File: src/sv/sspd_pkg.sv
// shared constants, register codes and types for the slope sum peak detector
package sspd_pkg;

   localparam int WINDOW          = 32;
   localparam int HISTORY_DEPTH   = 16;
   localparam int SAMPLE_BITS     = 12;
   localparam int TOTAL_BITS      = 17;
   localparam int LAG_BITS        = 3;
   localparam int MARGIN_BITS     = 17;
   localparam int LIMIT_BITS      = 16;
   localparam int COUNT_BITS      = LIMIT_BITS + 1;
   localparam int HIST_ADDR_BITS  = $clog2(HISTORY_DEPTH);
   localparam int QUEUE_DEPTH     = 4;
   localparam int QUEUE_ADDR_BITS = $clog2(QUEUE_DEPTH);
   localparam int CSR_INDEX_BITS  = 2;
   localparam int CSR_DATA_BITS   = 17;

   localparam logic [LAG_BITS-1:0]    PEAK_LAG_RESET         = LAG_BITS'(6);
   localparam logic [MARGIN_BITS-1:0] PEAK_MARGIN_RESET      = MARGIN_BITS'(2);
   localparam logic [LIMIT_BITS-1:0]  REFRACTORY_LIMIT_RESET = LIMIT_BITS'(50);

   typedef enum logic [CSR_INDEX_BITS-1:0] {
      CSR_PEAK_LAG         = 2'd0,
      CSR_PEAK_MARGIN      = 2'd1,
      CSR_REFRACTORY_LIMIT = 2'd2
   } csr_index_type;

   typedef struct packed {
      logic [LAG_BITS-1:0]    peak_lag;
      logic [MARGIN_BITS-1:0] peak_margin;
      logic [LIMIT_BITS-1:0]  refractory_limit;
   } sspd_cfg_type;

   // one slope total moving between front, queue and back
   typedef struct packed {
      logic                  valid;
      logic [TOTAL_BITS-1:0] total;
   } sspd_slot_type;

endpackage

File: src/sv/sspd_front.sv
// front end: sample window shift line and running positive slope total
module sspd_front
   import sspd_pkg::*;
(
   input  logic                   clock,
   input  logic                   reset,
   input  logic                   req_valid,
   output logic                   req_stall,
   input  logic [SAMPLE_BITS-1:0] req_sample,
   input  logic                   q_full,
   output sspd_slot_type          push
);

   logic [SAMPLE_BITS-1:0] window_ff [WINDOW];
   logic [TOTAL_BITS-1:0]  acc_ff;
   logic [TOTAL_BITS-1:0]  acc_in;
   logic [TOTAL_BITS-1:0]  slope_drop;
   logic [TOTAL_BITS-1:0]  slope_add;
   logic                   accept;

   assign req_stall = q_full;
   assign accept    = req_valid && !q_full;

   // tap 0 is the newest sample, the last tap the oldest
   always_comb begin
      slope_drop = '0;
      slope_add  = '0;
      if (window_ff[WINDOW-2] > window_ff[WINDOW-1]) begin
         slope_drop = TOTAL_BITS'(window_ff[WINDOW-2] - window_ff[WINDOW-1]);
      end
      if (req_sample > window_ff[0]) begin
         slope_add = TOTAL_BITS'(req_sample - window_ff[0]);
      end
      acc_in = acc_ff - slope_drop + slope_add;
   end

   always_ff @(posedge clock) begin
      if (reset) begin
         acc_ff <= '0;
         for (int i = 0; i < WINDOW; i++) begin
            window_ff[i] <= '0;
         end
      end else if (accept) begin
         acc_ff       <= acc_in;
         window_ff[0] <= req_sample;
         for (int i = 1; i < WINDOW; i++) begin
            window_ff[i] <= window_ff[i-1];
         end
      end
   end

   assign push.valid = accept;
   assign push.total = acc_in;

endmodule

File: src/sv/sspd_queue.sv
// small fifo of slope totals between front and back
module sspd_queue
   import sspd_pkg::*;
(
   input  logic          clock,
   input  logic          reset,
   input  sspd_slot_type push,
   input  logic          pop,
   output sspd_slot_type head,
   output logic          full
);

   logic [TOTAL_BITS-1:0]      slot_ff [QUEUE_DEPTH];
   logic [QUEUE_ADDR_BITS-1:0] wr_ptr_ff;
   logic [QUEUE_ADDR_BITS-1:0] rd_ptr_ff;
   logic [QUEUE_ADDR_BITS:0]   count_ff;
   logic [QUEUE_ADDR_BITS:0]   count_in;

   assign full       = (count_ff == (QUEUE_ADDR_BITS+1)'(QUEUE_DEPTH));
   assign head.valid = (count_ff != '0);
   assign head.total = slot_ff[rd_ptr_ff];

   always_comb begin
      count_in = count_ff;
      if (push.valid && !pop) begin
         count_in = count_ff + 1'b1;
      end else if (pop && !push.valid) begin
         count_in = count_ff - 1'b1;
      end
   end

   always_ff @(posedge clock) begin
      if (reset) begin
         wr_ptr_ff <= '0;
         rd_ptr_ff <= '0;
         count_ff  <= '0;
      end else begin
         count_ff <= count_in;
         if (push.valid) begin
            wr_ptr_ff <= wr_ptr_ff + 1'b1;
         end
         if (pop) begin
            rd_ptr_ff <= rd_ptr_ff + 1'b1;
         end
      end
   end

   always_ff @(posedge clock) begin
      if (push.valid) begin
         slot_ff[wr_ptr_ff] <= push.total;
      end
   end

   a_no_overflow: assert property (@(posedge clock) disable iff (reset)
      push.valid |-> (!full || pop))
      else $error("queue written while full");

   a_no_underflow: assert property (@(posedge clock) disable iff (reset)
      pop |-> head.valid)
      else $error("queue read while empty");

endmodule

File: src/sv/sspd_back.sv
// back end: slope total history, peak compare and refractory counter
module sspd_back
   import sspd_pkg::*;
(
   input  logic                  clock,
   input  logic                  reset,
   input  sspd_cfg_type          cfg,
   input  sspd_slot_type         head,
   output logic                  pop,
   output logic                  rsp_valid,
   input  logic                  rsp_stall,
   output logic [TOTAL_BITS-1:0] rsp_slope_total,
   output logic                  rsp_peak_found
);

   logic [TOTAL_BITS-1:0]     hist_mem [HISTORY_DEPTH];
   logic [HISTORY_DEPTH-1:0]  hist_valid_ff;
   logic [HIST_ADDR_BITS-1:0] hist_head_ff;
   logic [HIST_ADDR_BITS-1:0] mid_addr;
   logic [HIST_ADDR_BITS-1:0] far_addr;

   logic                  s1_valid_ff;
   logic [TOTAL_BITS-1:0] cur_ff;
   logic [TOTAL_BITS-1:0] mid_ff;
   logic [TOTAL_BITS-1:0] far_ff;

   logic                  rsp_valid_ff;
   logic [TOTAL_BITS-1:0] rsp_total_ff;
   logic                  rsp_peak_ff;
   logic [COUNT_BITS-1:0] holdoff_ff;
   logic [COUNT_BITS-1:0] holdoff_in;
   logic [COUNT_BITS-1:0] limit_ext;

   logic                  out_free;
   logic                  s1_free;
   logic                  out_load;
   logic                  peak_in;
   logic [TOTAL_BITS:0]   far_bound;
   logic [TOTAL_BITS:0]   cur_bound;

   assign out_free = !rsp_valid_ff || !rsp_stall;
   assign s1_free  = !s1_valid_ff || out_free;
   assign pop      = head.valid && s1_free;
   assign out_load = s1_valid_ff && out_free;

   // a lag of zero lands on the slot being written and takes the bypass
   assign mid_addr = hist_head_ff - HIST_ADDR_BITS'(cfg.peak_lag);
   assign far_addr = hist_head_ff - HIST_ADDR_BITS'({cfg.peak_lag, 1'b0});

   always_ff @(posedge clock) begin
      if (pop) begin
         hist_mem[hist_head_ff] <= head.total;
      end
   end

   // history read with write bypass; never written slots read as zero
   always_ff @(posedge clock) begin
      if (pop) begin
         cur_ff <= head.total;
         if (mid_addr == hist_head_ff) begin
            mid_ff <= head.total;
         end else begin
            mid_ff <= hist_valid_ff[mid_addr] ? hist_mem[mid_addr] : '0;
         end
         if (far_addr == hist_head_ff) begin
            far_ff <= head.total;
         end else begin
            far_ff <= hist_valid_ff[far_addr] ? hist_mem[far_addr] : '0;
         end
      end
   end

   always_comb begin
      limit_ext = COUNT_BITS'(cfg.refractory_limit);
      far_bound = (TOTAL_BITS+1)'(far_ff) + (TOTAL_BITS+1)'(cfg.peak_margin);
      cur_bound = (TOTAL_BITS+1)'(cur_ff) + (TOTAL_BITS+1)'(cfg.peak_margin);
      peak_in   = (holdoff_ff > limit_ext)
               && ((TOTAL_BITS+1)'(mid_ff) > far_bound)
               && ((TOTAL_BITS+1)'(mid_ff) > cur_bound);
      if (peak_in) begin
         holdoff_in = '0;
      end else if (holdoff_ff <= limit_ext) begin
         holdoff_in = holdoff_ff + 1'b1;
      end else begin
         holdoff_in = limit_ext + 1'b1;
      end
   end

   always_ff @(posedge clock) begin
      if (reset) begin
         hist_valid_ff <= '0;
         hist_head_ff  <= '0;
         s1_valid_ff   <= 1'b0;
         rsp_valid_ff  <= 1'b0;
         holdoff_ff    <= '0;
      end else begin
         if (pop) begin
            hist_valid_ff[hist_head_ff] <= 1'b1;
            hist_head_ff                <= hist_head_ff + 1'b1;
         end
         if (s1_free) begin
            s1_valid_ff <= pop;
         end
         if (out_free) begin
            rsp_valid_ff <= s1_valid_ff;
         end
         if (out_load) begin
            holdoff_ff <= holdoff_in;
         end
      end
   end

   always_ff @(posedge clock) begin
      if (out_load) begin
         rsp_total_ff <= cur_ff;
         rsp_peak_ff  <= peak_in;
      end
   end

   assign rsp_valid       = rsp_valid_ff;
   assign rsp_slope_total = rsp_total_ff;
   assign rsp_peak_found  = rsp_peak_ff;

   a_peak_clears_holdoff: assert property (@(posedge clock) disable iff (reset)
      (out_load && peak_in) |=> (holdoff_ff == '0))
      else $error("holdoff counter not cleared after a peak");

   a_stage_holds: assert property (@(posedge clock) disable iff (reset)
      (s1_valid_ff && !out_free) |=> (s1_valid_ff && $stable(cur_ff)
                                      && $stable(mid_ff) && $stable(far_ff)))
      else $error("compare stage lost its item under output stall");

endmodule

File: src/sv/slope_sum_peak_detector_top.sv
// top level of the slope sum peak detector: csr registers, front, queue and back
//
//   port group  direction  handshake              payload
//   req_        in         req_valid / req_stall  req_sample[11:0]
//   rsp_        out        rsp_valid / rsp_stall  rsp_slope_total[16:0], rsp_peak_found
//   csr_        in         csr_write              csr_index[1:0], csr_wdata[16:0]
//
// one item per cycle sustained while rsp_stall is low; from req accept to rsp_valid
// an item passes the queue write, history read and output register
// the per-item loop is the refractory counter update in the back end
// a four-entry queue absorbs rsp_stall; req_stall rises only when it is full
// reset clears window, running total, history valid bits and counter, csr to defaults
module slope_sum_peak_detector_top
   import sspd_pkg::*;
(
   input  logic                      clock,
   input  logic                      reset,
   input  logic                      req_valid,
   output logic                      req_stall,
   input  logic [SAMPLE_BITS-1:0]    req_sample,
   output logic                      rsp_valid,
   input  logic                      rsp_stall,
   output logic [TOTAL_BITS-1:0]     rsp_slope_total,
   output logic                      rsp_peak_found,
   input  logic                      csr_write,
   input  logic [CSR_INDEX_BITS-1:0] csr_index,
   input  logic [CSR_DATA_BITS-1:0]  csr_wdata
);

   sspd_cfg_type  cfg_ff;
   sspd_slot_type push;
   sspd_slot_type head;
   logic          q_full;
   logic          pop;

   always_ff @(posedge clock) begin
      if (reset) begin
         cfg_ff.peak_lag         <= PEAK_LAG_RESET;
         cfg_ff.peak_margin      <= PEAK_MARGIN_RESET;
         cfg_ff.refractory_limit <= REFRACTORY_LIMIT_RESET;
      end else if (csr_write) begin
         case (csr_index)
            CSR_PEAK_LAG: begin
               cfg_ff.peak_lag <= csr_wdata[LAG_BITS-1:0];
            end
            CSR_PEAK_MARGIN: begin
               cfg_ff.peak_margin <= csr_wdata[MARGIN_BITS-1:0];
            end
            CSR_REFRACTORY_LIMIT: begin
               cfg_ff.refractory_limit <= csr_wdata[LIMIT_BITS-1:0];
            end
            default: begin
            end
         endcase
      end
   end

   sspd_front u_front (
      .clock      (clock),
      .reset      (reset),
      .req_valid  (req_valid),
      .req_stall  (req_stall),
      .req_sample (req_sample),
      .q_full     (q_full),
      .push       (push)
   );

   sspd_queue u_queue (
      .clock (clock),
      .reset (reset),
      .push  (push),
      .pop   (pop),
      .head  (head),
      .full  (q_full)
   );

   sspd_back u_back (
      .clock           (clock),
      .reset           (reset),
      .cfg             (cfg_ff),
      .head            (head),
      .pop             (pop),
      .rsp_valid       (rsp_valid),
      .rsp_stall       (rsp_stall),
      .rsp_slope_total (rsp_slope_total),
      .rsp_peak_found  (rsp_peak_found)
   );

endmodule

File: config.mk
export PLATFORM = sky130hd
export DESIGN_NAME = slope_sum_peak_detector_top
export DESIGN_NICKNAME = d
export VERILOG_FILES = /design/src/sv/sspd_pkg.sv /design/src/sv/sspd_front.sv /design/src/sv/sspd_queue.sv /design/src/sv/sspd_back.sv /design/src/sv/slope_sum_peak_detector_top.sv
export SDC_FILE = /design/constraint.sdc
export NUM_CORES = 1
export LEC_CHECK = 0
export BUFFER_PORTS_ARGS = -buffer_cell sky130_fd_sc_hd__clkbuf_2
export CAP_MARGIN = 20
export CELL_PAD_IN_SITES_DETAIL_PLACEMENT = 2
export CELL_PAD_IN_SITES_GLOBAL_PLACEMENT = 2
export CORE_MARGIN = 3
export CORE_UTILIZATION = 47
export CTS_CLUSTER_SIZE = 28
export DETAILED_ROUTE_END_ITERATION = 8
export PLACE_DENSITY_LB_ADDON = 0.2
export SETUP_SLACK_MARGIN = 0.5
export SYNTH_ARGS = -nofsm -noshare
export SYNTH_HDL_FRONTEND = slang
export SYNTH_SLANG_ARGS = --single-unit
File: constraint.sdc
create_clock -name clock -period 12.4 [get_ports clock]
set_input_delay 2.48 -clock clock [delete_from_list [all_inputs] [get_ports clock]]
set_output_delay 2.48 -clock clock [all_outputs]
set_load 0.02 [all_outputs]
# After elaboration in Yosys (flattened, before gate mapping)
# Memory sizes are Yosys's and may differ from the RTL's. A register that Yosys moved wholly into a read port is not among the register bits.
# Cells that the tools add are included.
# word_totals
ff_bits	168
ram_bits	724
inputBits	36
out_inout_bits	20
elab_cells	163
n_memories	3
# memory_table
memory	depth	width	read_ports	rd_clocked_by_memory_dff	wr	line_no	text
u_front.window_ff	32	12	32	0	32	sspd_front.sv:14	logic [SAMPLE_BITS-1:0] window_ff [WINDOW];
u_back.hist_mem	16	17	2	0	1	sspd_back.sv:16	logic [TOTAL_BITS-1:0] hist_mem [HISTORY_DEPTH];
u_queue.slot_ff	4	17	1	1	1	sspd_queue.sv:13	logic [TOTAL_BITS-1:0] slot_ff [QUEUE_DEPTH];
# classes
n_addsub	15
n_lt_le_gt_ge	10
n_eq_ne	5
muxes	58
n_bitwise	33
reduce_logical	22
# op_table
op	n
$mux W12	32
$mux W17	8
$add A17 B17 Y18	2
$gt A17 B18 Y1	2
$or A1 B1 Y1	32
$sub A12 B12 Y13	2
$gt A12 B12 Y1	2
$add A16 B1 Y17 const B	1
$add A17 B1 Y17 const B	1
$add A17 B17 Y17	1
$gt A17 B16 Y1	1
$le A17 B16 Y1	1
$sub A17 B17 Y17	1
$or A16 B16 Y16	1
$lt A4 B5 Y1 const B	3
$mux W1	11
$bmux W1 S4	2
$eq A4 B4 Y1	2
$logic_and A1 B1 Y1	8
$logic_not A1 Y1	6
$mux W3	2
$reduce_and A2 Y1	3
$add A2 B1 Y2 const B	2
$add A4 B1 Y4 const B	1
14 further kinds	16

# Longest topological paths before layout
# Gate-level depths: netlist (run 1).
# depth
ltp_word	7
mapped_depth	23
ltp_nobuf	23

# Modules after synthesis
# From an unflattened synthesis (run 1), not the netlist that was laid out.
# hier_totals
cells_unflattened	2887
area_unflattened_um2	41915.2
# by_module_without_submodules
module	instances	cells_per_inst	area_each_um2	seq_area_each_um2
sspd_back	1	1367	20206.9	11020.6
sspd_front	1	1244	17287.8	11871.4
sspd_queue	1	133	2922.8	2222.1
slope_sum_peak_detector_top	1	143	1497.7	720.7

# Worst setup path before layout (run 1)
# No wires, ideal clock.
# synth_timing
path_type	input to register
start	input reset
end	memory u_front.window_ff[0][0] (enable)
setup_ns	0.731
arrival_ns	10.597
required_time_ns	11.669
setup_slack_ns	1.072
cell_stages	4
path_buffers	2
cell_sequence	buf_1 > clkbuf_1 > nor2_1 > inv_1
# synth_lines
item	line_no	text
start, declared	slope_sum_peak_detector_top.sv:17	input logic reset,
end, declared	sspd_front.sv:14	

==> out/metrics.yaml, run 1 <==
critical_path:
  startpoint_type: "input pin"
  worstReg2RegStart: "u_front.window_ff[0][360]"
  cp-startpoint: "req_sample[1]"
  worstSetupEndpoint: "u_queue.slot_ff[1][16]"
  critPathKind: "input pin to flip-flop"
  arrival_ps: 8370
  rr_worst_depth: 23
  crit_path_end_kind: "flip-flop"
  reg2reg_slack_ps: 5460
  cp.required_ps: 12840
  cp_max_fo: 12
  r2r-end: "u_queue.slot_ff[1][16]"
grt:
  grt_usage_pct: 26.3
  grt_max_degree: 173
  grt_pass1_wl_um: 186000
  globalRouteOverflowTotal: 0
  grt_pass1_vias: 28700
  antenna_found_initial: 0
die:
  die_h_um: 304
  die_area_um2: 92300
  num_rows: 108
  die-width_um: 304
  ioPinCount: 56
  start_util_pct: 47.8
  core-area_um2: 87300
routing:
  via_count: 25700
  drc: 0
  viasPerCell: 6.17
  wl_per_cell_um: 29.2
  drtIter0Drc: 1731
  drt-total-wl_um: 122000
  firstDrtPassIters: 6
  postRouteAntennaNets: 0
min_path:
  hp-class: "flip-flop to flip-flop"
  hold_depth: 0
clocking:
  ctsHoldBuffers: 0
  clk_pin_slew_ps: 60
  cts_buffers: 97
  post_cts_resized: 0
  htree_levels: 3
  clk_latency_ps: 680
  clock_path_buffers: 3
  cts_setup_buffers: 0
  cts_root_buffer: "clkbuf_16"
  cts_tree: "yes"
  clkSinkCount: 894
logic_synthesis:
  synthArstFlopShare_pct: 0
  yosysSeqAreaShare_pct: 62.0
  syn_area_per_cell_um2: 14.4
  synth_area_um2: 41700
  synth_nets: 3099
  yosys_warnings: 0
  yosysUniqueCellTypes: 94
  synth_edf_count: 793
  synth_flop_cell: "edfxtp_1"
  synth-seq-cells: 894
  synthCells: 2900
pwr:
  total_power_mw: 11.5
  clkPwrFrac_pct: 25.5
  swShare_pct: 35.3
  power_switching_mw: 4.06
  peakVddDrop_v: 0.000171
  p_leak_nw: 17.4
  p_seq_share_pct: 40.0
  powerDensity_nw_per_um2: 248
  combPwrFrac_pct: 34.6
  p_int_mw: 7.44
sta:
  rsz0062_at_grt: "false"
  max_freq_ghz: 0.126
  worst_pin_slew_ps: 1110
  tns_ps: 0
  maxSlewHeadroom_pct: 26.0
  drv_slew: 0
  min_period_over_period_pct: 64.0
  hold_violations: 0
  period_needed_ps: 7930
  finalSetupViolations: 0
  layout_setup_ws_ps: 4470
  holdWs_ps: 483
  finalClockSkew_ps: 32.4
status:
  status: "completed"
finish:
  final_design_area_no_fill_um2: 46400
  layout-drive-gt1-share_pct: 15.3
  final_nets: 3135
  antenna_cells: 0
  layout.cells.most_common: "edfxtp_1"
  final_cells: 4171
  postLayoutCoreUtil_pct: 53.2
  area_delta_synth_final_pct: 11.4
  mostFrequentLayoutCells: "edfxtp_1 (793), and3_1 (217), nor2b_1 (194)"
placed_design:
  placed_area_um2: 43200
  dp_slack_ps: 3900
  dp_hpwl_um: 76300
  gp_routability_congestion: 0.890
  numPortBuffers: 55
  dp.cells: 3990
job:
  cap_viol_max_count: 0
cell families (layout without fill, tap and decap cells):
| kind of cell | count (synthesis) | count (layout) | synth area share (%) |
|---|---|---|---|
| AND/OR/NAND/NOR | 884 | 884 | 11.6 |
| adder cells (fa/ha/maj) | 163 | 163 | 5.31 |
| buffers and inverters | 271 | 387 | 2.60 |
| flip-flops | 894 | 894 | 62.0 |
| AO/OA/AOI/OAI | 405 | 405 | 6.58 |
| XOR/XNOR | 77 | 77 | 1.67 |
| multiplexers | 206 | 206 | 10.3 |
worst max-delay path, cell delays in order:
cell and delay (ps):
clkbuf_2 110, ha_1 310, nor2b_1 140, o21ai_1 160, a21boi_1 120, o21ai_1 260
a211oi_1 180, or4_1 490, a21oi_1 700, nor3_1 150, fa_1 560, fa_1 460
a211o_1 310, a21oi_1 200, o21ai_1 240, a2111oi_2 530, o21bai_1 200, a21oi_1 250
xnor2_1 130, xnor2_1 380
layer usage:
metal	wire, um	up-vias	track usage, %
met3	5480	275	3.67
met5	0	-	0
met2	64500	836	47.5
met1	46600	13500	31.8
li1	-	11200	-
met4	5020	0	10.4
area by class of cell:
class | instances | area [um2]
fillers | 7946 | 40900
flip-flops and latches | 894 | 25800
multi-input cells | 1735 | 14900
clock buffers | 135 | 2680
well taps | 1155 | 1450
repair buffers | 99 | 648
clock inverters | 44 | 512
inverters | 109 | 424
worst min path at each step:
stage / start / endpoint / slack [ps]
2_1_floorplan: u_back.cur_ff[0] / u_back.rsp_slope_total[0] / 430
3_3_place_gp: u_front.acc_ff[0] / u_front.acc_ff[0] / 450
3_5_place_dp: u_back.cur_ff[3] / u_back.rsp_slope_total[3] / 460
4_1_cts: u_back.cur_ff[3] / u_back.rsp_slope_total[3] / 480
5_1_grt: u_back.cur_ff[2] / u_back.rsp_slope_total[2] / 490
6_report: u_back.cur_ff[3] / u_back.rsp_slope_total[3] / 480
power by group through the flow:
stage | logic, mW | clock network, mW | registers, mW
floorplan | 2.69 | 0 | 4.53
global placement | 3.56 | 0 | 4.59
detailed placement | 3.89 | 0 | 4.65
CTS | 3.98 | 2.99 | 4.60
global route | 4.32 | 3.11 | 4.65
finish | 3.98 | 2.93 | 4.59
synthesized netlist by cell type, drive strengths merged, types with 5 or more instances:
cell / n / area, um2
ha: 140 / 1750
fa: 23 / 460
dfxtp: 101 / 2020
a21o: 41 / 308
and2: 9 / 56.3
o21a: 16 / 121
nor4: 10 / 68.8
mux4: 178 / 4010
nand4: 21 / 131
a21boi: 5 / 37.5
nand2: 174 / 653
inv: 108 / 405
a22o: 8 / 70.1
nor2: 107 / 412
edfxtp: 793 / 23800
nand3: 34 / 175
o21bai: 11 / 82.6
mux2i: 25 / 250
xor2: 28 / 260
a21oi: 124 / 624
buf: 52 / 263
a31oi: 7 / 56.3
or4: 5 / 37.5
xnor2: 49 / 437
nor2b: 194 / 1210
o211ai: 9 / 67.6
a211o: 5 / 43.8
nand2b: 26 / 163
o41ai: 5 / 51.3
and3: 217 / 1360
o21ai: 73 / 373
nor3: 52 / 277
or3: 13 / 86.3
and4: 5 / 43.8
a2111oi: 21 / 198
a32o: 5 / 50.1
clkbuf: 110 / 413
a211oi: 32 / 245
sequential cells by signal (all words and copies together) (netlist names), 17 cells and up, named ones only:
| signal | count |
|---|---|
| u_back.hist_mem | 272 |
| u_back.far_ff | 17 |
| u_back.holdoff_ff | 17 |
| cfg_ff | 36 |
| u_front.window_ff | 384 |
| u_front.acc_ff | 17 |
| u_queue.slot_ff | 68 |
| u_back.cur_ff | 17 |
| u_back.mid_ff | 17 |
| u_back.rsp_slope_total | 17 |
Note: power is estimated with default switching activity, not from simulation.
==> inputs of run 2 (changes only) <==
Clock period 12.4 ns to 8.16 ns, I/O delays scaled along.
==> run 2 against run 1 <==
Effect of this change: die area is the same; sequential share of layout area shrank 0.13 points; clock-buffer cell count shrank 3; largest power group unchanged.
==> out/metrics.yaml, run 2 (synthesized netlist as in run 1, its figures left out) <==
sta:
  maxSlewHeadroom_pct: 27.9  # +1.9 points
  finalSetupViolations: 0  # unchanged
  worst_pin_slew_ps: 1080  # -34.3 ps
  hold_violations: 0  # unchanged
  rsz0062_at_grt: "false"
  finalClockSkew_ps: 30.0  # -2.47 ps
  max_freq_ghz: 0.149
  drv_slew: 0  # unchanged
  min_period_over_period_pct: 82.4
  period_needed_ps: 6720
min_path:
  min_from: "u_back.cur_ff[4]"
  hp-class: "flip-flop to flip-flop"
  hold_depth: 0  # unchanged
  min_to: "u_back.rsp_slope_total[4]"
finish:
  final_cells: 4179  # +0.19%
  regMostFlops: "u_front.window_ff"
  mostFrequentLayoutCells: "edfxtp_1 (793), and3_1 (217), nor2b_1 (194)"
  largest_reg_flops: 384  # unchanged
  layout-drive-gt1-share_pct: 15.9  # +0.62 points
  layout.cells.most_common: "edfxtp_1"
  antenna_cells: 0  # unchanged
  postLayoutCoreUtil_pct: 53.3  # +0.13 points
  top_regs: "u_front.window_ff (384), u_back.hist_mem (272), u_queue.slot_ff (68)"
  final_nets: 3140  # +0.16%
  area_delta_synth_final_pct: 11.6
critical_path:
  reg2reg_slack_ps: 1740  # -3720 ps
  arrival_ps: 7150  # -1220 ps
  slowest_delay_ps: 540  # -160 ps
  crit_path_end_kind: "flip-flop"
  cp_max_fo: 5  # -7
  critPathSlowestCell: "fa_1"
  r2r-end: "u_queue.slot_ff[0][16]"
  worstReg2RegStart: "u_front.window_ff[0][373]"
  path_cells: "clkbuf_2, inv_1, ha_1, fa_1, nor2b_1, o21ai_0, a21boi_0, o21ai_0, a21oi_1, nor3_1, or4b_1, fa_1, inv_1, ha_1, a21o_1, a31oi_2, o21ai_1, a2111oi_2, o21bai_1, a21oi_1, xnor2_1, xnor2_1"
  rr_worst_depth: 22  # -4.3%
  critPathKind: "input pin to flip-flop"
  startpoint_type: "input pin"
  cp-startpoint: "req_sample[0]"
  cp.required_ps: 8590  # -4250 ps
grt:
  antenna_found_initial: 0  # unchanged
  grt_pass1_wl_um: 188000  # +0.91%
  grt_usage_pct: 26.5  # +0.19 points
  grt_pass1_vias: 28800  # +0.087%
  grt_max_degree: 167  # -3.5%
  globalRouteOverflowTotal: 0  # unchanged
pwr:
  p_leak_nw: 17.5  # +0.34%
  p_seq_share_pct: 40.0  # about the same
  total_power_mw: 17.5  # +52%
  power_switching_mw: 6.14  # +51%
  swShare_pct: 35.1  # -0.19 points
  clkPwrFrac_pct: 25.7  # +0.2 points
  p_int_mw: 11.3  # +52%
  peakVddDrop_v: 0.000211  # +24%
  powerDensity_nw_per_um2: 376  # +52%
  combPwrFrac_pct: 34.3  # -0.3 points
clocking:
  clk_latency_ps: 670  # about the same
  cts_setup_buffers: 0  # unchanged
  clk_pin_slew_ps: 60  # about the same
  post_cts_resized: 0  # unchanged
  htree_levels: 3  # unchanged
  cts_tree: "yes"
  clkSinkCount: 894  # unchanged
  ctsHoldBuffers: 0  # unchanged
  cts_root_buffer: "clkbuf_16"
  clock_path_buffers: 3  # unchanged
  cts_buffers: 97  # unchanged
routing:
  postRouteAntennaNets: 0  # unchanged
  drc: 0  # unchanged
  drtIter0Drc: 1977  # +14%
  wl_per_cell_um: 29.2  # +0.28%
  firstDrtPassIters: 7  # +1
  viasPerCell: 6.17  # about the same
  via_count: 25800  # +0.26%
  drt-total-wl_um: 122000  # +0.47%
placed_design:
  dp_hpwl_um: 77300  # +1.3%
  gp_routability_congestion: 0.871  # -2.2%
  dp.cells: 3992  # +0.050%
  numPortBuffers: 55  # unchanged
die:
  die_area_um2: 92300  # unchanged
  core-area_um2: 87300  # unchanged
  num_rows: 108  # unchanged
  die-width_um: 304  # unchanged
  ioPinCount: 56  # unchanged
  die_h_um: 304  # unchanged
  start_util_pct: 47.8  # unchanged
status:
  status: "completed"
job:
  cap_viol_max_count: 0  # unchanged
-- run 2: worst max path at each step --
stage                                          to  slack, ps
after detailed placement   u_queue.slot_ff[1][16]        870
after global placement     u_queue.slot_ff[0][16]       1350
final                      u_queue.slot_ff[0][16]       1440
after global routing       u_queue.slot_ff[1][16]       1040
after floorplan           u_front.window_ff[0][0]        -50
after CTS                  u_queue.slot_ff[1][16]       1550
-- run 2: area by class of cell --
cell class	instances	area [um2]
repair buffers	104	713
multi-input cells	1735	14900
inverters	109	420
clock inverters	50	574
fillers	7942	40800
clock buffers	132	2650
flip-flops and latches	894	25800
well taps	1155	1450
-- run 2: per-layer routing --
metal  vias up  track usage [%]  wire length, um
met5         -                0                0
li1      11200                -                -
met2       771             48.3            65900
met4         0             10.4             4930
met3       256             3.07             4740
met1     13600             32.1            46600
-- run 2: stage by stage --
stage | cell area, um2 | hold WS [ps] | TNS (ps) | setup WS (ps)
global route | 46500 | 475 | 0 | 1040
global placement | 43200 | 443 | 0 | 1350
floorplan | 41700 | 431 | -18030 | -46.9
CTS | 46500 | 465 | 0 | 1550
finish | 46500 | 466 | 0 | 1440
detailed placement | 43200 | 447 | 0 | 869
-- run 2: power by group through the flow --
stage          clock network (mW)  logic, mW  registers, mW
5_1_grt                      4.76       6.54           7.07
3_5_place_dp                    0       5.90           7.07
6_report                     4.50       5.99           6.99
2_1_floorplan                   0       4.09           6.87
3_3_place_gp                    0       5.44           6.99
4_1_cts                      4.59       6.01           7.00
-- run 2: worst max-delay path: cells and delay by family --
kind / cells / cell delay, ps
XOR/XNOR: 2 / 470
AO/OA/AOI/OAI: 10 / 2530
adder cells (fa/ha/maj): 4 / 1530
AND/OR/NAND/NOR: 3 / 780
buffers and inverters: 3 / 190
==> inputs of run 3 (changes only) <==
Clock period 8.16 ns to 6.4 ns, I/O delays scaled along.
==> run 3 against run 2 <==
Effect of this change: die area is the same; final cell count grew 0.60%; critical path depth shrank 1; clock power grew 32%; critical path type unchanged; worst setup slack lost 880 ps; flip-flop and latch count is the same; sequential share of layout area shrank 0.45 points; critical endpoint is now u_queue.slot_ff[1][15]; clock skew is essentially flat; wire length is essentially flat; first-iteration DRC count shrank 7.7%; non-clock buffer count grew 21; register-to-register slack lost 1100 ps.
==> out/metrics.yaml, run 3 (synthesized netlist as in run 1, its figures left out) <==
pwr:
  total_power_mw: 22.9  # +31%
  powerDensity_nw_per_um2: 487  # +30%
  peakVddDrop_v: 0.000263  # +24%
  swShare_pct: 35.7  # +0.64 points
  p_int_mw: 14.7  # +30%
  combPwrFrac_pct: 35.0  # +0.7 points
  p_seq_share_pct: 39.0  # -1.0 points
  clkPwrFrac_pct: 26.1  # +0.4 points
  p_leak_nw: 17.7  # +0.97%
  power_switching_mw: 8.17  # +33%
clocking:
  cts_tree: "yes"
  clkSinkCount: 894  # unchanged
  cts_root_buffer: "clkbuf_16"
  clk_latency_ps: 690  # +20 ps
  cts_buffers: 98  # +1.0%
  ctsHoldBuffers: 0  # unchanged
  htree_levels: 3  # unchanged
  clk_pin_slew_ps: 60  # about the same
  clock_path_buffers: 3  # unchanged
sta:
  drv_slew: 0  # unchanged
  max_freq_ghz: 0.171
  hold_violations: 0  # unchanged
  min_period_over_period_pct: 91.3
  period_needed_ps: 5850
  tns_ps: 0  # unchanged
  finalClockSkew_ps: 29.8  # -0.169 ps
  rsz0062_at_grt: "true"
  worst_pin_slew_ps: 1140  # +59.7 ps
  finalSetupViolations: 0  # unchanged
  layout_setup_ws_ps: 554  # -884 ps
  maxSlewHeadroom_pct: 22.3  # -5.5 points
placed_design:
  dp.cells: 4000  # +0.20%
  dp_slack_ps: -374  # -1240 ps
  gp_routability_congestion: 0.885  # +1.6%
  placed_area_um2: 43300  # +0.13%
  numPortBuffers: 55  # unchanged
  dp_hpwl_um: 77800  # +0.69%
grt:
  grt_pass1_vias: 28900  # +0.57%
  grt_usage_pct: 26.4  # -0.13 points
  grt_util_met1_pct: 31.5  # -0.64 points
  use_met3_pct: 3.06  # -0.014 points
  globalRouteOverflowTotal: 0  # unchanged
  grt_use_met2_pct: 48.9  # +0.61 points
  grt_pass1_wl_um: 187000  # -0.32%
  grt_max_degree: 200  # +20%
  top_usage_layer: "met2"
  antenna_found_initial: 0  # unchanged
finish:
  fill_cells: 7873  # -0.87%
  top_regs: "u_front.window_ff (384), u_back.hist_mem (272), u_queue.slot_ff (68)"
  layout-drive-gt1-share_pct: 17.2  # +1.2 points
  multi_input_area_um2: 15000  # +0.69%
  final_cells: 4204  # +0.60%
  area_delta_synth_final_pct: 12.6
  final_design_area_no_fill_um2: 46900  # +0.83%
  final_nets: 3162  # +0.70%
  antenna_cells: 0  # unchanged
  mostFrequentLayoutCells: "edfxtp_1 (793), and3_1 (217), nor2b_1 (193)"
  regMostFlops: "u_front.window_ff"
  layout.cells.most_common: "edfxtp_1"
  seqCellArea_um2: 25800  # unchanged
  largest_reg_flops: 384  # unchanged
die:
  die-width_um: 304  # unchanged
  die_h_um: 304  # unchanged
  num_rows: 108  # unchanged
  start_util_pct: 47.8  # unchanged
  die_area_um2: 92300  # unchanged
  core-area_um2: 87300  # unchanged
  ioPinCount: 56  # unchanged
critical_path:
  arrival_ps: 6250  # -900 ps
  crit_path_end_kind: "flip-flop"
  cp.required_ps: 6810  # -1780 ps
  cp_max_fo: 11  # +6
  critPathKind: "input pin to flip-flop"
  startpoint_type: "input pin"
routing:
  firstDrtPassIters: 4  # -3
  postRouteAntennaNets: 0  # unchanged
  drtIter0Drc: 1824  # -7.7%
  drc: 0  # unchanged
  viasPerCell: 6.12  # -0.79%
  wl_per_cell_um: 29.1  # -0.59%
  drt-total-wl_um: 122000  # about the same
  via_count: 25700  # -0.20%
status:
  status: "completed"
min_path:
  hp-class: "flip-flop to flip-flop"
job:
  cap_viol_max_count: 0  # unchanged
[run 3: power by group through the flow]
stage | logic (mW) | registers (mW) | clock network [mW]
2_1_floorplan | 5.22 | 8.75 | 0
3_3_place_gp | 7.03 | 8.89 | 0
3_5_place_dp | 7.66 | 9.01 | 0
4_1_cts | 7.87 | 8.92 | 6.08
5_1_grt | 8.65 | 9.00 | 6.30
6_report | 7.99 | 8.91 | 5.96
[run 3: repair_timing]
action / 4_1_cts / 5_1_grt
endpoints found under the hold margin: 0 / 0
gates resized for setup: 9 / 19
pin swaps: 1 / 10
setup endpoints to repair: 9 / 34
setup buffers: 1 / 13
[run 3: metrics by stage]
stage | hold slack [ps] | util (%)
after floorplan | 431 | -
after CTS | 468 | 53.5
final | 468 | 53.8
after detailed placement | 453 | 49.6
after global routing | 480 | 53.8
after global placement | 443 | 49.6
[run 3: cell type report]
class	count	share of cell area, %
flip-flops and latches	894	55.1
multi-input cells	1735	32.0
clock buffers	114	5.38
well taps	1155	3.08
clock inverters	72	1.81
repair buffers	125	1.80
inverters	109	0.896
[run 3: final timing paths]
path                            cells past startpoint                 startpoint                     end  slack [ps]
worst max-delay path                               21              req_sample[1]  u_queue.slot_ff[1][15]         550
worst min-delay path                                2          u_front.acc_ff[0]       u_front.acc_ff[0]         470
worst max register to register                     19  u_front.window_ff[0][361]  u_queue.slot_ff[1][15]         650
worst min register to register                      2          u_front.acc_ff[0]       u_front.acc_ff[0]         470
[run 3: metal layers]
metal | share of wire [%] | vias up
met5 | 0 | -
met4 | 3.9 | 0
met3 | 3.7 | 287
met2 | 54 | 750
met1 | 38 | 13500
li1 | - | 11200
[run 3: worst max-delay path, stage by stage]
cell,delay [ps]
clkbuf_2,100
ha_1,310
nor2b_1,140
o21ai_1,160
a21boi_1,120
o21ai_2,190
a211oi_2,100
or4_1,490
a21oi_1,160
buf_4,210
nor3_1,110
fa_1,590
ha_1,270
a21o_1,200
a21oi_2,230
o21bai_1,140
a2111o_1,540
nand3_1,170
a311oi_1,150
or3_1,360
and2_1,220
